--- src/rtl/jad_pkg.sv ---
// ----------------------------------------------------------------------------
// jad_pkg
// Widths, reset values, register indexes and codes of the joystick axis to
// PWM duty unit.
// ----------------------------------------------------------------------------
package jad_pkg;

  localparam int SAMPLE_W   = 16;
  localparam int CAL_W      = 16;
  localparam int MAP_W      = 10;
  localparam int PWM_W      = 12;
  localparam int CFG_IDX_W  = 3;
  localparam int CFG_DATA_W = 16;

  localparam logic signed [CAL_W-1:0] RST_CAL_MIN  = 16'sd0;
  localparam logic signed [CAL_W-1:0] RST_CAL_MID  = 16'sd16384;
  localparam logic signed [CAL_W-1:0] RST_CAL_MAX  = 16'sd32767;
  localparam logic [MAP_W-1:0]        RST_NEUTRAL  = 10'd512;
  localparam logic [MAP_W-1:0]        RST_MAP_LOW  = 10'd255;
  localparam logic [MAP_W-1:0]        RST_MAP_HIGH = 10'd768;

  localparam logic [MAP_W-1:0] MAP_BOT     = 10'd255;
  localparam logic [MAP_W-1:0] MAP_MID     = 10'd512;
  localparam logic [PWM_W-1:0] PWM_NEUTRAL = 12'd2048;
  localparam int               NEUTRAL_BAND = 30;

  // calibration divide: quotient bits, one per stage
  localparam int CD_STEPS  = 9;
  // duty span divide: quotient bits, two per stage
  localparam int QD_BITS   = 22;
  localparam int QD_STAGES = QD_BITS / 2;
  localparam int DUTY_FRAC = 24;

  typedef enum logic [CFG_IDX_W-1:0] {
    REG_CAL_MIN  = 3'd0,
    REG_CAL_MID  = 3'd1,
    REG_CAL_MAX  = 3'd2,
    REG_INVERT   = 3'd3,
    REG_NEUTRAL  = 3'd4,
    REG_MAP_LOW  = 3'd5,
    REG_MAP_HIGH = 3'd6
  } jad_reg_t;

  typedef enum logic [1:0] {
    QS_ZERO = 2'd0,
    QS_FULL = 2'd1,
    QS_DIV  = 2'd2
  } jad_qs_t;

endpackage

--- src/rtl/jad_if.sv ---
// ----------------------------------------------------------------------------
// jad_if
// Sample and result channels of the joystick axis to PWM duty unit.
// ----------------------------------------------------------------------------
interface jad_in_if;
  logic                                 valid;
  logic                                 ready;
  logic signed [jad_pkg::SAMPLE_W-1:0]  raw_sample;
  logic                                 source_ok;
  logic                                 hold_neutral;

  modport source (output valid, raw_sample, source_ok, hold_neutral, input ready);
  modport sink   (input valid, raw_sample, source_ok, hold_neutral, output ready);
endinterface

interface jad_out_if;
  logic                         valid;
  logic                         ready;
  logic [jad_pkg::PWM_W-1:0]    pwm_count;
  logic                         axis_active;
  logic [jad_pkg::MAP_W-1:0]    mapped_value;

  modport source (output valid, pwm_count, axis_active, mapped_value, input ready);
  modport sink   (input valid, pwm_count, axis_active, mapped_value, output ready);
endinterface

--- src/rtl/joystick_axis_to_pwm_duty_unit.sv ---
// ----------------------------------------------------------------------------
// joystick_axis_to_pwm_duty_unit
// Converts one joystick axis sample into a mapped axis value, an active flag
// and a 12-bit PWM on-count.
//
// Takes one sample word per clock and returns one result word per clock while
// out_chan.ready stays high. The pipeline depth is set mostly by the
// calibration divider (one quotient bit per stage, nine stages) and the
// duty span divider (two quotient bits per stage, eleven stages). A result
// waiting on the output does not stop intake: a skid register takes the next
// word, and in_chan.ready drops only while that register is full.
// Configuration is taken at once but must only be written while no sample is
// in flight.
// ----------------------------------------------------------------------------
module joystick_axis_to_pwm_duty_unit (
  input  logic                              clk,
  input  logic                              rst_n,
  jad_in_if.sink                            in_chan,
  jad_out_if.source                         out_chan,
  input  logic                              cfg_we,
  input  logic [jad_pkg::CFG_IDX_W-1:0]     cfg_idx,
  input  logic [jad_pkg::CFG_DATA_W-1:0]    cfg_wdata
);

  localparam int CDS = jad_pkg::CD_STEPS;
  localparam int QDS = jad_pkg::QD_STAGES;
  localparam int QDB = jad_pkg::QD_BITS;
  localparam int MW  = jad_pkg::MAP_W;
  localparam int PW  = jad_pkg::PWM_W;

  localparam logic signed [26:0] Q_ONE     = 27'sd1 <<< jad_pkg::DUTY_FRAC;
  localparam logic signed [26:0] Q_HALF    = Q_ONE >>> 1;
  localparam logic signed [26:0] Q_QUARTER = Q_ONE >>> 2;
  localparam logic [36:0]        RND_HALF  = 37'd1 << (jad_pkg::DUTY_FRAC - 1);
  localparam logic signed [11:0] BAND      = 12'(jad_pkg::NEUTRAL_BAND);

  function automatic logic [11:0] qd_step(input logic [10:0] rem, input logic b,
                                          input logic [10:0] den);
    logic [11:0] t;
    logic [11:0] d;
    logic        ge;
    t  = {rem, b};
    d  = t - {1'b0, den};
    ge = (t >= {1'b0, den});
    return {ge, (ge ? d[10:0] : t[10:0])};
  endfunction

  // --------------------------------------------------------------------------
  // configuration
  logic signed [15:0] cal_min_r, cal_mid_r, cal_max_r;
  logic               invert_r;
  logic [MW-1:0]      neutral_r, map_low_r, map_high_r;

  always_ff @(posedge clk) begin
    if (!rst_n) begin
      cal_min_r  <= jad_pkg::RST_CAL_MIN;
      cal_mid_r  <= jad_pkg::RST_CAL_MID;
      cal_max_r  <= jad_pkg::RST_CAL_MAX;
      invert_r   <= 1'b0;
      neutral_r  <= jad_pkg::RST_NEUTRAL;
      map_low_r  <= jad_pkg::RST_MAP_LOW;
      map_high_r <= jad_pkg::RST_MAP_HIGH;
    end else if (cfg_we) begin
      case (cfg_idx)
        jad_pkg::REG_CAL_MIN:  cal_min_r  <= signed'(cfg_wdata);
        jad_pkg::REG_CAL_MID:  cal_mid_r  <= signed'(cfg_wdata);
        jad_pkg::REG_CAL_MAX:  cal_max_r  <= signed'(cfg_wdata);
        jad_pkg::REG_INVERT:   invert_r   <= cfg_wdata[0];
        jad_pkg::REG_NEUTRAL:  neutral_r  <= cfg_wdata[MW-1:0];
        jad_pkg::REG_MAP_LOW:  map_low_r  <= cfg_wdata[MW-1:0];
        jad_pkg::REG_MAP_HIGH: map_high_r <= cfg_wdata[MW-1:0];
        default: ;
      endcase
    end
  end

  // derived constants, registered from the configuration registers after a write
  logic signed [16:0] md17, mn_c, mx_c, mn_r, mx_r;
  logic [15:0]        cden_lo_r, cden_hi_r;
  logic signed [11:0] no12, ml12, mh12;
  logic signed [11:0] nmin_r, nmax_r, wden_lo_r, wden_hi_r;
  logic signed [26:0] off_r;

  assign md17 = 17'(cal_mid_r);
  assign mx_c = (cal_max_r <= cal_mid_r) ? md17 + 17'sd1 : 17'(cal_max_r);
  assign mn_c = (cal_min_r >= cal_mid_r) ? md17 - 17'sd1 : 17'(cal_min_r);
  assign no12 = signed'({2'b00, neutral_r});
  assign ml12 = signed'({2'b00, map_low_r});
  assign mh12 = signed'({2'b00, map_high_r});

  always_ff @(posedge clk) begin
    mn_r      <= mn_c;
    mx_r      <= mx_c;
    cden_lo_r <= 16'(md17 - mn_c);
    cden_hi_r <= 16'(mx_c - md17);
    nmin_r    <= no12 - BAND;
    nmax_r    <= no12 + BAND;
    wden_lo_r <= no12 - BAND - ml12;
    wden_hi_r <= mh12 - no12 - BAND;
    off_r     <= 27'(12'sd512 - no12) <<< 13;
  end

  // --------------------------------------------------------------------------
  // flow control
  logic en;
  logic out_vld_r, skid_vld_r;

  assign en            = !skid_vld_r;
  assign in_chan.ready = en;

  // --------------------------------------------------------------------------
  // stage 1: capture, inversion
  logic               s1_vld_r, s1_frc_r;
  logic signed [15:0] s1_smp_r;

  always_ff @(posedge clk) begin
    if (!rst_n) begin
      s1_vld_r <= 1'b0;
    end else if (en) begin
      s1_vld_r <= in_chan.valid;
    end
  end

  always_ff @(posedge clk) begin
    if (en) begin
      s1_frc_r <= !in_chan.source_ok || in_chan.hold_neutral;
      s1_smp_r <= invert_r ? 16'sh7FFF - in_chan.raw_sample : in_chan.raw_sample;
    end
  end

  // --------------------------------------------------------------------------
  // stage 2: clamp to bounds, pick segment
  logic signed [16:0] s17, sc_lo, sc_hi;
  logic               seg_lo;
  logic               s2_vld_r, s2_frc_r, s2_low_r;
  logic [15:0]        s2_dif_r, s2_den_r;

  assign s17    = 17'(s1_smp_r);
  assign seg_lo = (s17 <= md17);
  assign sc_lo  = (s17 < mn_r) ? mn_r : s17;
  assign sc_hi  = (s17 > mx_r) ? mx_r : s17;

  always_ff @(posedge clk) begin
    if (!rst_n) begin
      s2_vld_r <= 1'b0;
    end else if (en) begin
      s2_vld_r <= s1_vld_r;
    end
  end

  always_ff @(posedge clk) begin
    if (en) begin
      s2_frc_r <= s1_frc_r;
      s2_low_r <= seg_lo;
      s2_dif_r <= seg_lo ? 16'(sc_lo - mn_r) : 16'(sc_hi - md17);
      s2_den_r <= seg_lo ? cden_lo_r : cden_hi_r;
    end
  end

  // --------------------------------------------------------------------------
  // calibration divide, restoring, one bit per stage
  logic          cd_vld_r [0:CDS];
  logic          cd_frc_r [0:CDS];
  logic          cd_low_r [0:CDS];
  logic [15:0]   cd_den_r [0:CDS];
  logic [15:0]   cd_rem_r [0:CDS];
  logic [CDS-1:0] cd_lo_r [0:CDS];
  logic [CDS-1:0] cd_q_r  [0:CDS];
  logic [24:0]   cd_num;

  assign cd_num = ({9'd0, s2_dif_r} << 8) + (s2_low_r ? {9'd0, s2_dif_r} : 25'd0);

  always_ff @(posedge clk) begin
    if (!rst_n) begin
      cd_vld_r[0] <= 1'b0;
    end else if (en) begin
      cd_vld_r[0] <= s2_vld_r;
    end
  end

  always_ff @(posedge clk) begin
    if (en) begin
      cd_frc_r[0] <= s2_frc_r;
      cd_low_r[0] <= s2_low_r;
      cd_den_r[0] <= s2_den_r;
      cd_rem_r[0] <= cd_num[24:CDS];
      cd_lo_r[0]  <= cd_num[CDS-1:0];
      cd_q_r[0]   <= '0;
    end
  end

  for (genvar j = 1; j <= CDS; j++) begin : g_cd
    logic [16:0] t, d;
    logic        ge;

    assign t  = {cd_rem_r[j-1], cd_lo_r[j-1][CDS-1]};
    assign d  = t - {1'b0, cd_den_r[j-1]};
    assign ge = (t >= {1'b0, cd_den_r[j-1]});

    always_ff @(posedge clk) begin
      if (!rst_n) begin
        cd_vld_r[j] <= 1'b0;
      end else if (en) begin
        cd_vld_r[j] <= cd_vld_r[j-1];
      end
    end

    always_ff @(posedge clk) begin
      if (en) begin
        cd_frc_r[j] <= cd_frc_r[j-1];
        cd_low_r[j] <= cd_low_r[j-1];
        cd_den_r[j] <= cd_den_r[j-1];
        cd_rem_r[j] <= ge ? d[15:0] : t[15:0];
        cd_lo_r[j]  <= cd_lo_r[j-1] << 1;
        cd_q_r[j]   <= {cd_q_r[j-1][CDS-2:0], ge};
      end
    end
  end

  // --------------------------------------------------------------------------
  // mapped value and limits
  logic [MW-1:0] v_raw, v_cl;
  logic          vv_vld_r, vv_frc_r;
  logic [MW-1:0] vv_val_r;

  assign v_raw = MW'(cd_q_r[CDS]) + (cd_low_r[CDS] ? jad_pkg::MAP_BOT : jad_pkg::MAP_MID);
  assign v_cl  = (v_raw < map_low_r) ? map_low_r : v_raw;

  always_ff @(posedge clk) begin
    if (!rst_n) begin
      vv_vld_r <= 1'b0;
    end else if (en) begin
      vv_vld_r <= cd_vld_r[CDS];
    end
  end

  always_ff @(posedge clk) begin
    if (en) begin
      vv_frc_r <= cd_frc_r[CDS];
      vv_val_r <= (v_cl > map_high_r) ? map_high_r : v_cl;
    end
  end

  // --------------------------------------------------------------------------
  // neutral window, span operands
  logic signed [11:0] v12;
  logic               side_lo, side_hi;
  logic               w_vld_r, w_frc_r, w_act_r, w_hi_r;
  logic [MW-1:0]      w_val_r;
  logic signed [11:0] w_num_r, w_den_r;

  assign v12     = signed'({2'b00, vv_val_r});
  assign side_lo = (v12 < nmin_r);
  assign side_hi = (v12 > nmax_r);

  always_ff @(posedge clk) begin
    if (!rst_n) begin
      w_vld_r <= 1'b0;
    end else if (en) begin
      w_vld_r <= vv_vld_r;
    end
  end

  always_ff @(posedge clk) begin
    if (en) begin
      w_frc_r <= vv_frc_r;
      w_val_r <= vv_val_r;
      w_act_r <= side_lo || side_hi;
      w_hi_r  <= side_hi;
      w_num_r <= side_lo ? v12 - ml12 : v12 - nmax_r;
      w_den_r <= side_lo ? wden_lo_r : wden_hi_r;
    end
  end

  // --------------------------------------------------------------------------
  // duty span divide, rounded, two bits per stage
  logic signed [11:0] x_dn, x_nm;
  jad_pkg::jad_qs_t   x_cls;

  assign x_dn = (w_den_r < 0) ? -w_den_r : w_den_r;
  assign x_nm = (w_den_r < 0) ? -w_num_r : w_num_r;

  always_comb begin
    if (!w_act_r || x_dn == 12'sd0 || x_nm <= 12'sd0) begin
      x_cls = jad_pkg::QS_ZERO;
    end else if (x_nm >= x_dn) begin
      x_cls = jad_pkg::QS_FULL;
    end else begin
      x_cls = jad_pkg::QS_DIV;
    end
  end

  logic             qd_vld_r [0:QDS];
  logic             qd_frc_r [0:QDS];
  logic             qd_act_r [0:QDS];
  logic             qd_hi_r  [0:QDS];
  jad_pkg::jad_qs_t qd_cls_r [0:QDS];
  logic [MW-1:0]    qd_val_r [0:QDS];
  logic [10:0]      qd_den_r [0:QDS];
  logic [10:0]      qd_rem_r [0:QDS];
  logic [QDB-1:0]   qd_lo_r  [0:QDS];
  logic [QDB-1:0]   qd_q_r   [0:QDS];

  always_ff @(posedge clk) begin
    if (!rst_n) begin
      qd_vld_r[0] <= 1'b0;
    end else if (en) begin
      qd_vld_r[0] <= w_vld_r;
    end
  end

  always_ff @(posedge clk) begin
    if (en) begin
      qd_frc_r[0] <= w_frc_r;
      qd_act_r[0] <= w_act_r;
      qd_hi_r[0]  <= w_hi_r;
      qd_cls_r[0] <= x_cls;
      qd_val_r[0] <= w_val_r;
      qd_den_r[0] <= x_dn[10:0];
      qd_rem_r[0] <= x_nm[10:0];
      qd_lo_r[0]  <= QDB'(x_dn[10:1]);
      qd_q_r[0]   <= '0;
    end
  end

  for (genvar k = 1; k <= QDS; k++) begin : g_qd
    logic [11:0] st1, st2;

    assign st1 = qd_step(qd_rem_r[k-1], qd_lo_r[k-1][QDB-1], qd_den_r[k-1]);
    assign st2 = qd_step(st1[10:0], qd_lo_r[k-1][QDB-2], qd_den_r[k-1]);

    always_ff @(posedge clk) begin
      if (!rst_n) begin
        qd_vld_r[k] <= 1'b0;
      end else if (en) begin
        qd_vld_r[k] <= qd_vld_r[k-1];
      end
    end

    always_ff @(posedge clk) begin
      if (en) begin
        qd_frc_r[k] <= qd_frc_r[k-1];
        qd_act_r[k] <= qd_act_r[k-1];
        qd_hi_r[k]  <= qd_hi_r[k-1];
        qd_cls_r[k] <= qd_cls_r[k-1];
        qd_val_r[k] <= qd_val_r[k-1];
        qd_den_r[k] <= qd_den_r[k-1];
        qd_rem_r[k] <= st2[10:0];
        qd_lo_r[k]  <= qd_lo_r[k-1] << 2;
        qd_q_r[k]   <= {qd_q_r[k-1][QDB-3:0], st1[11], st2[11]};
      end
    end
  end

  // --------------------------------------------------------------------------
  // duty, offset, clamp
  logic signed [26:0] f_part, f_base, f_duty;
  logic               f1_vld_r, f1_frc_r, f1_act_r;
  logic [MW-1:0]      f1_val_r;
  logic [24:0]        f1_duty_r;

  always_comb begin
    case (qd_cls_r[QDS])
      jad_pkg::QS_FULL: f_part = Q_QUARTER;
      jad_pkg::QS_DIV:  f_part = signed'({5'd0, qd_q_r[QDS]});
      default:          f_part = 27'sd0;
    endcase
  end

  assign f_base = (qd_act_r[QDS] && !qd_hi_r[QDS]) ? Q_QUARTER : Q_HALF;
  assign f_duty = f_base + f_part + off_r;

  always_ff @(posedge clk) begin
    if (!rst_n) begin
      f1_vld_r <= 1'b0;
    end else if (en) begin
      f1_vld_r <= qd_vld_r[QDS];
    end
  end

  always_ff @(posedge clk) begin
    if (en) begin
      f1_frc_r <= qd_frc_r[QDS];
      f1_act_r <= qd_act_r[QDS];
      f1_val_r <= qd_val_r[QDS];
      if (f_duty < 0) begin
        f1_duty_r <= '0;
      end else if (f_duty > Q_ONE) begin
        f1_duty_r <= Q_ONE[24:0];
      end else begin
        f1_duty_r <= f_duty[24:0];
      end
    end
  end

  // --------------------------------------------------------------------------
  // count = round(duty * 4095), neutral override
  logic [36:0]   f_prod;
  logic          f2_vld_r, f2_act_r;
  logic [PW-1:0] f2_cnt_r;
  logic [MW-1:0] f2_val_r;

  assign f_prod = ({12'd0, f1_duty_r} << 12) - {12'd0, f1_duty_r} + RND_HALF;

  always_ff @(posedge clk) begin
    if (!rst_n) begin
      f2_vld_r <= 1'b0;
    end else if (en) begin
      f2_vld_r <= f1_vld_r;
    end
  end

  always_ff @(posedge clk) begin
    if (en) begin
      f2_cnt_r <= f1_frc_r ? jad_pkg::PWM_NEUTRAL : f_prod[35:24];
      f2_act_r <= f1_frc_r ? 1'b0 : f1_act_r;
      f2_val_r <= f1_frc_r ? jad_pkg::MAP_MID : f1_val_r;
    end
  end

  // --------------------------------------------------------------------------
  // output register with skid
  logic          load_out;
  logic          out_act_r, skid_act_r;
  logic [PW-1:0] out_cnt_r, skid_cnt_r;
  logic [MW-1:0] out_val_r, skid_val_r;

  assign load_out = !out_vld_r || out_chan.ready;

  always_ff @(posedge clk) begin
    if (!rst_n) begin
      out_vld_r  <= 1'b0;
      skid_vld_r <= 1'b0;
    end else if (en) begin
      if (load_out) begin
        out_vld_r <= f2_vld_r;
      end else if (f2_vld_r) begin
        skid_vld_r <= 1'b1;
      end
    end else if (out_chan.ready) begin
      out_vld_r  <= 1'b1;
      skid_vld_r <= 1'b0;
    end
  end

  always_ff @(posedge clk) begin
    if (en && load_out) begin
      out_cnt_r <= f2_cnt_r;
      out_act_r <= f2_act_r;
      out_val_r <= f2_val_r;
    end else if (!en && out_chan.ready) begin
      out_cnt_r <= skid_cnt_r;
      out_act_r <= skid_act_r;
      out_val_r <= skid_val_r;
    end
    if (en && !load_out && f2_vld_r) begin
      skid_cnt_r <= f2_cnt_r;
      skid_act_r <= f2_act_r;
      skid_val_r <= f2_val_r;
    end
  end

  assign out_chan.valid        = out_vld_r;
  assign out_chan.pwm_count    = out_cnt_r;
  assign out_chan.axis_active  = out_act_r;
  assign out_chan.mapped_value = out_val_r;

endmodule
--- src/flat_wrapper.sv ---
// flat-port wrapper written by rule: the top's interface ports become plain ports
module joystick_axis_to_pwm_duty_unit_flat 
  (clk, rst_n, cfg_we, cfg_idx, cfg_wdata, in_chan_valid, in_chan_raw_sample, in_chan_source_ok, in_chan_hold_neutral, in_chan_ready, out_chan_valid, out_chan_pwm_count, out_chan_axis_active, out_chan_mapped_value, out_chan_ready);
  jad_in_if in_chan_i ();
  jad_out_if out_chan_i ();
  input  logic clk;
  input  logic rst_n;
  input  logic cfg_we;
  input  logic [jad_pkg::CFG_IDX_W-1:0] cfg_idx;
  input  logic [jad_pkg::CFG_DATA_W-1:0] cfg_wdata;
  input wire logic [$bits(in_chan_i.valid)-1:0] in_chan_valid;
  input wire logic [$bits(in_chan_i.raw_sample)-1:0] in_chan_raw_sample;
  input wire logic [$bits(in_chan_i.source_ok)-1:0] in_chan_source_ok;
  input wire logic [$bits(in_chan_i.hold_neutral)-1:0] in_chan_hold_neutral;
  output wire logic [$bits(in_chan_i.ready)-1:0] in_chan_ready;
  output wire logic [$bits(out_chan_i.valid)-1:0] out_chan_valid;
  output wire logic [$bits(out_chan_i.pwm_count)-1:0] out_chan_pwm_count;
  output wire logic [$bits(out_chan_i.axis_active)-1:0] out_chan_axis_active;
  output wire logic [$bits(out_chan_i.mapped_value)-1:0] out_chan_mapped_value;
  input wire logic [$bits(out_chan_i.ready)-1:0] out_chan_ready;
  assign in_chan_i.valid = in_chan_valid;
  assign in_chan_i.raw_sample = in_chan_raw_sample;
  assign in_chan_i.source_ok = in_chan_source_ok;
  assign in_chan_i.hold_neutral = in_chan_hold_neutral;
  assign in_chan_ready = in_chan_i.ready;
  assign out_chan_valid = out_chan_i.valid;
  assign out_chan_pwm_count = out_chan_i.pwm_count;
  assign out_chan_axis_active = out_chan_i.axis_active;
  assign out_chan_mapped_value = out_chan_i.mapped_value;
  assign out_chan_i.ready = out_chan_ready;
  joystick_axis_to_pwm_duty_unit u_core (.clk(clk), .rst_n(rst_n), .in_chan(in_chan_i), .out_chan(out_chan_i), .cfg_we(cfg_we), .cfg_idx(cfg_idx), .cfg_wdata(cfg_wdata));
endmodule
--- config.mk ---
export PLATFORM = sky130hd
export DESIGN_NAME = joystick_axis_to_pwm_duty_unit_flat
export DESIGN_NICKNAME = d
export VERILOG_FILES = /design/src/rtl/jad_pkg.sv /design/src/rtl/jad_if.sv /design/src/rtl/joystick_axis_to_pwm_duty_unit.sv /design/src/flat_wrapper.sv
export SDC_FILE = /design/constraint.sdc
export NUM_CORES = 2
export LEC_CHECK = 0
export BUFFER_PORTS_ARGS = -buffer_cell sky130_fd_sc_hd__buf_2
export CORE_MARGIN = 3
export CORE_UTILIZATION = 35
export CTS_CLUSTER_DIAMETER = 200
export DETAILED_ROUTE_END_ITERATION = 7
export PLACE_DENSITY_LB_ADDON = 0.05
export SETUP_SLACK_MARGIN = 0.4
export SLEW_MARGIN = 20
export SYNTH_ARGS = -nofsm -noshare
export SYNTH_HDL_FRONTEND = slang
export SYNTH_SLANG_ARGS = --single-unit
export TNS_END_PERCENT = 30
--- constraint.sdc ---
create_clock -name clk -period 26.5 [get_ports clk]
set_input_delay 3.975 -clock clk [delete_from_list [all_inputs] [get_ports clk]]
set_output_delay 3.975 -clock clk [all_outputs]
set_load 0.05 [all_outputs]
==> results.py <==
metrics = {
    "die": {
        "die-area_sq_um": 219000,
        "io_pins": 67,
        "fp.dieW_um": 468,
        "rows": 168,
        "die_h_um": 468,
        "coreArea_sq_um": 211000,
        "initial_utilization_pct": 35.4,
    },
    "sta": {
        "rsz0062_at_grt": "no",
        "setup_viol": 0,
        "fin_crit_sh_pct": 23.5,
        "clock_skew_ns": 0.0444,
        "finalSetupTns_ns": 0,
        "tightest_slew_ns": 1.06,
        "max_slew_margin_pct": 29.2,
        "fmax_ghz": 0.160,
        "drv_slew": 0,
        "whs_ns": 0.400,
        "finalHoldViolations": 0,
        "min_period_ns": 6.24,
    },
    "clock_network": {
        "root_buffer": "clkbuf_16",
        "ctsHoldBuffers": 0,
        "htreeDepth": 4,
        "cts_inserted_buffers": 164,
        "post_cts_buffers": 0,
        "cts_tree": "done",
        "cts_resized": 0,
        "clock_latency_ns": 0.82,
        "cts_buffer_depth": 3,
        "clkTransAtPathRegs_ns": 0.06,
        "cts_num_sinks": 1386,
    },
    "cells_and_area": {
        "areaGrowthSynthToFinish_pct": 12.4,
        "fin_nets": 7368,
        "final_layout_size_suffix_gt1_share_pct": 10.1,
        "nFillCells": 20200,
    },
    "detailed_routing": {
        "postRouteAntennaNets": 0,
        "drtIter0Drc": 3077,
        "route.detailed.drc": 0,
        "num_vias": 47300,
        "wl_per_cell_um": 18.9,
        "drt_wl_total_mm": 180,
        "drt_pre_antenna_iters": 5,
        "avgViaCountPerCell": 4.95,
    },
    "worst_setup_path": {
        "r2r-start": "u_core.cd_low_r[9]",
        "timing_worst_setup_path_type": "reg2reg",
        "cp_max_fo": 10,
        "start_kind": "flop",
        "arrival_ns": 6.78,
        "crit_start": "u_core.cd_low_r[9]",
        "endpoint_kind": "flop",
        "r2r_setup_slack_ns": 20.26,
        "cp.required_ns": 27.04,
    },
    "yosys": {
        "synth_top_area_share_pct": 47.4,
        "synth_seq_cells": 1386,
        "synth.top_cells.by_count": "edfxtp_1, ha_1, inv_1, nor2_1, a21oi_1",
        "synth_cell_types": 88,
        "yosys_warnings": 0,
        "yosysSeqAreaShare_pct": 53.0,
        "synth_area_sq_um": 74600,
        "post-synth-top-count-cell": "edfxtp_1",
        "avgSynthCellArea_sq_um": 11.6,
        "synth_edf_count": 1177,
        "synth_top_area_cell": "edfxtp_1",
        "syn_inst": 6450,
        "synthArstFlopShare_pct": 0,
        "ys_top_cells_by_area": "edfxtp_1, ha_1, dfxtp_1",
        "synth-main-ff-cell": "edfxtp_1",
        "syn_nets": 7211,
    },
    "grt": {
        "grt_pass1_wl_mm": 279,
        "grt_pass1_vias": 47300,
        "overflow": 0,
        "grtUsageTotal_pct": 16.4,
        "antenna_found_initial": 11,
        "grt_max_degree": 175,
    },
    "status": {
        "outcome": "complete, no violations",
    },
    "placed_design": {
        "numPortBuffers": 66,
        "place.gp.congestion": 0.823,
        "post-dp-hpwl_mm": 136,
    },
    "worst_hold_path": {
        "min_from": "u_core.cd_lo_r[5][5]",
        "min_path_type": "reg2reg",
    },
    "job": {
        "cap_viol_max_count": 0,
    },
}
-- through the flow --
stage	util, %	cells	worst slack [ns]	instance area, sq um
final	39.8	9549	20.26	83900
after global placement	37.2	9246	20.07	78400
after global routing	39.8	9548	19.69	83900
after floorplan	-	6450	7.91	74600
after detailed placement	37.2	9246	20.07	78400
after CTS	39.8	9547	20.02	83900
-- critical path, cell delays in order (launching register included) --
cell	delay (ns)
edfxtp_1	0.57
ha_1	0.30
fa_1	0.40
a21oi_1	0.15
nor2_1	0.05
nor2_1	0.14
nor2b_1	0.06
o21ai_0	0.20
nand2b_1	0.10
xor2_1	0.17
ha_1	0.30
o211ai_1	0.09
a211oi_1	0.18
a2111oi_0	0.08
o21bai_1	0.75
mux2_2	0.43
ha_1	0.28
nor2b_1	0.13
o21a_1	0.16
o21ai_0	0.14
nand2b_1	0.07
a21oi_1	0.15
nor2b_1	0.06
o21ai_0	0.16
a211o_1	0.45
mux2_2	0.39
-- metal layers --
layer  wire, um  GRT usage [%]
met2      84200           27.2
met4       3980           4.30
met1      86600           22.5
met3       5340           2.11
met5          0              0
-- flip-flops by register name, indices dropped and copies added, names as in the netlist, 16 cells and up --
| register | cells |
|---|---|
| u_core.cden_lo_r | 16 |
| u_core.qd_val_r | 120 |
| u_core.qd_den_r | 121 |
| u_core.s1_smp_r | 16 |
| u_core.s2_dif_r | 16 |
| u_core.qd_rem_r | 121 |
| u_core.mx_r | 17 |
| u_core.qd_q_r | 132 |
| u_core.mn_r | 17 |
| u_core.qd_cls_r | 24 |
| u_core.s2_den_r | 16 |
| u_core.cal_max_r | 16 |
| u_core.cd_q_r | 45 |
| u_core.cd_lo_r | 45 |
| u_core.cal_mid_r | 16 |
| u_core.f1_duty_r | 25 |
| u_core.cd_rem_r | 144 |
| u_core.cden_hi_r | 16 |
| u_core.cd_den_r | 144 |
| u_core.cal_min_r | 16 |
-- kinds of logic after synthesis --
family / count (synthesis) / share of synthesized area (%)
multiplexers: 283 / 4.19
AND/OR/NAND/NOR: 1611 / 10.6
AO/OA/AOI/OAI: 1329 / 11.4
buffers and inverters: 704 / 3.57
XOR/XNOR: 418 / 4.90
adder cells (fa/ha/maj): 719 / 12.4
flip-flops: 1386 / 53.0
-- path summary, 6_finish.rpt --
kind                           to  cells past startpoint
max            u_core.vv_val_r[2]                     25
min          u_core.cd_lo_r[6][6]                      0
max reg2reg    u_core.vv_val_r[2]                     25
min reg2reg  u_core.cd_lo_r[6][6]                      0
-- cell usage in the layout, fill, tap and decap left out, drive strengths merged, types with 36 or more instances in the layout --
cell type  synthesis  routed
a21boi            66      66
a21o             122     122
a21oi            422     422
and2              76      76
buf               15     101
clkbuf            95     213
clkinv             2      52
dfxtp            209     209
edfxtp          1177    1177
ha               684     684
inv              592     605
mux2             235     235
mux2i             48      48
nand2            379     379
nand2b            74      74
nand3            113     113
nand4             84      84
nor2             421     421
nor2b            141     141
nor3             141     141
o211ai            36      36
o21a             101     101
o21ai            295     295
o21bai            40      40
o31ai             38      38
or2               37      37
xnor2            280     280
xor2             138     138
-- layout make-up --
cell class,count,area (sq um),share of cell area (%)
Inverter,594,2230,2.66
Multi-Input combinational cell,4360,32500,38.7
Timing Repair Buffer,101,647,0.771
Sequential cell,1386,39500,47.1
Tap cell,2805,3510,4.18
Clock buffer,213,4460,5.32
Clock inverter,88,1060,1.26
Antenna cell,2,5.00,0.00596
Power is left out: the tool's default activity adds up to more than one toggle a clock period on the data nets, which glitch-free logic cannot reach.
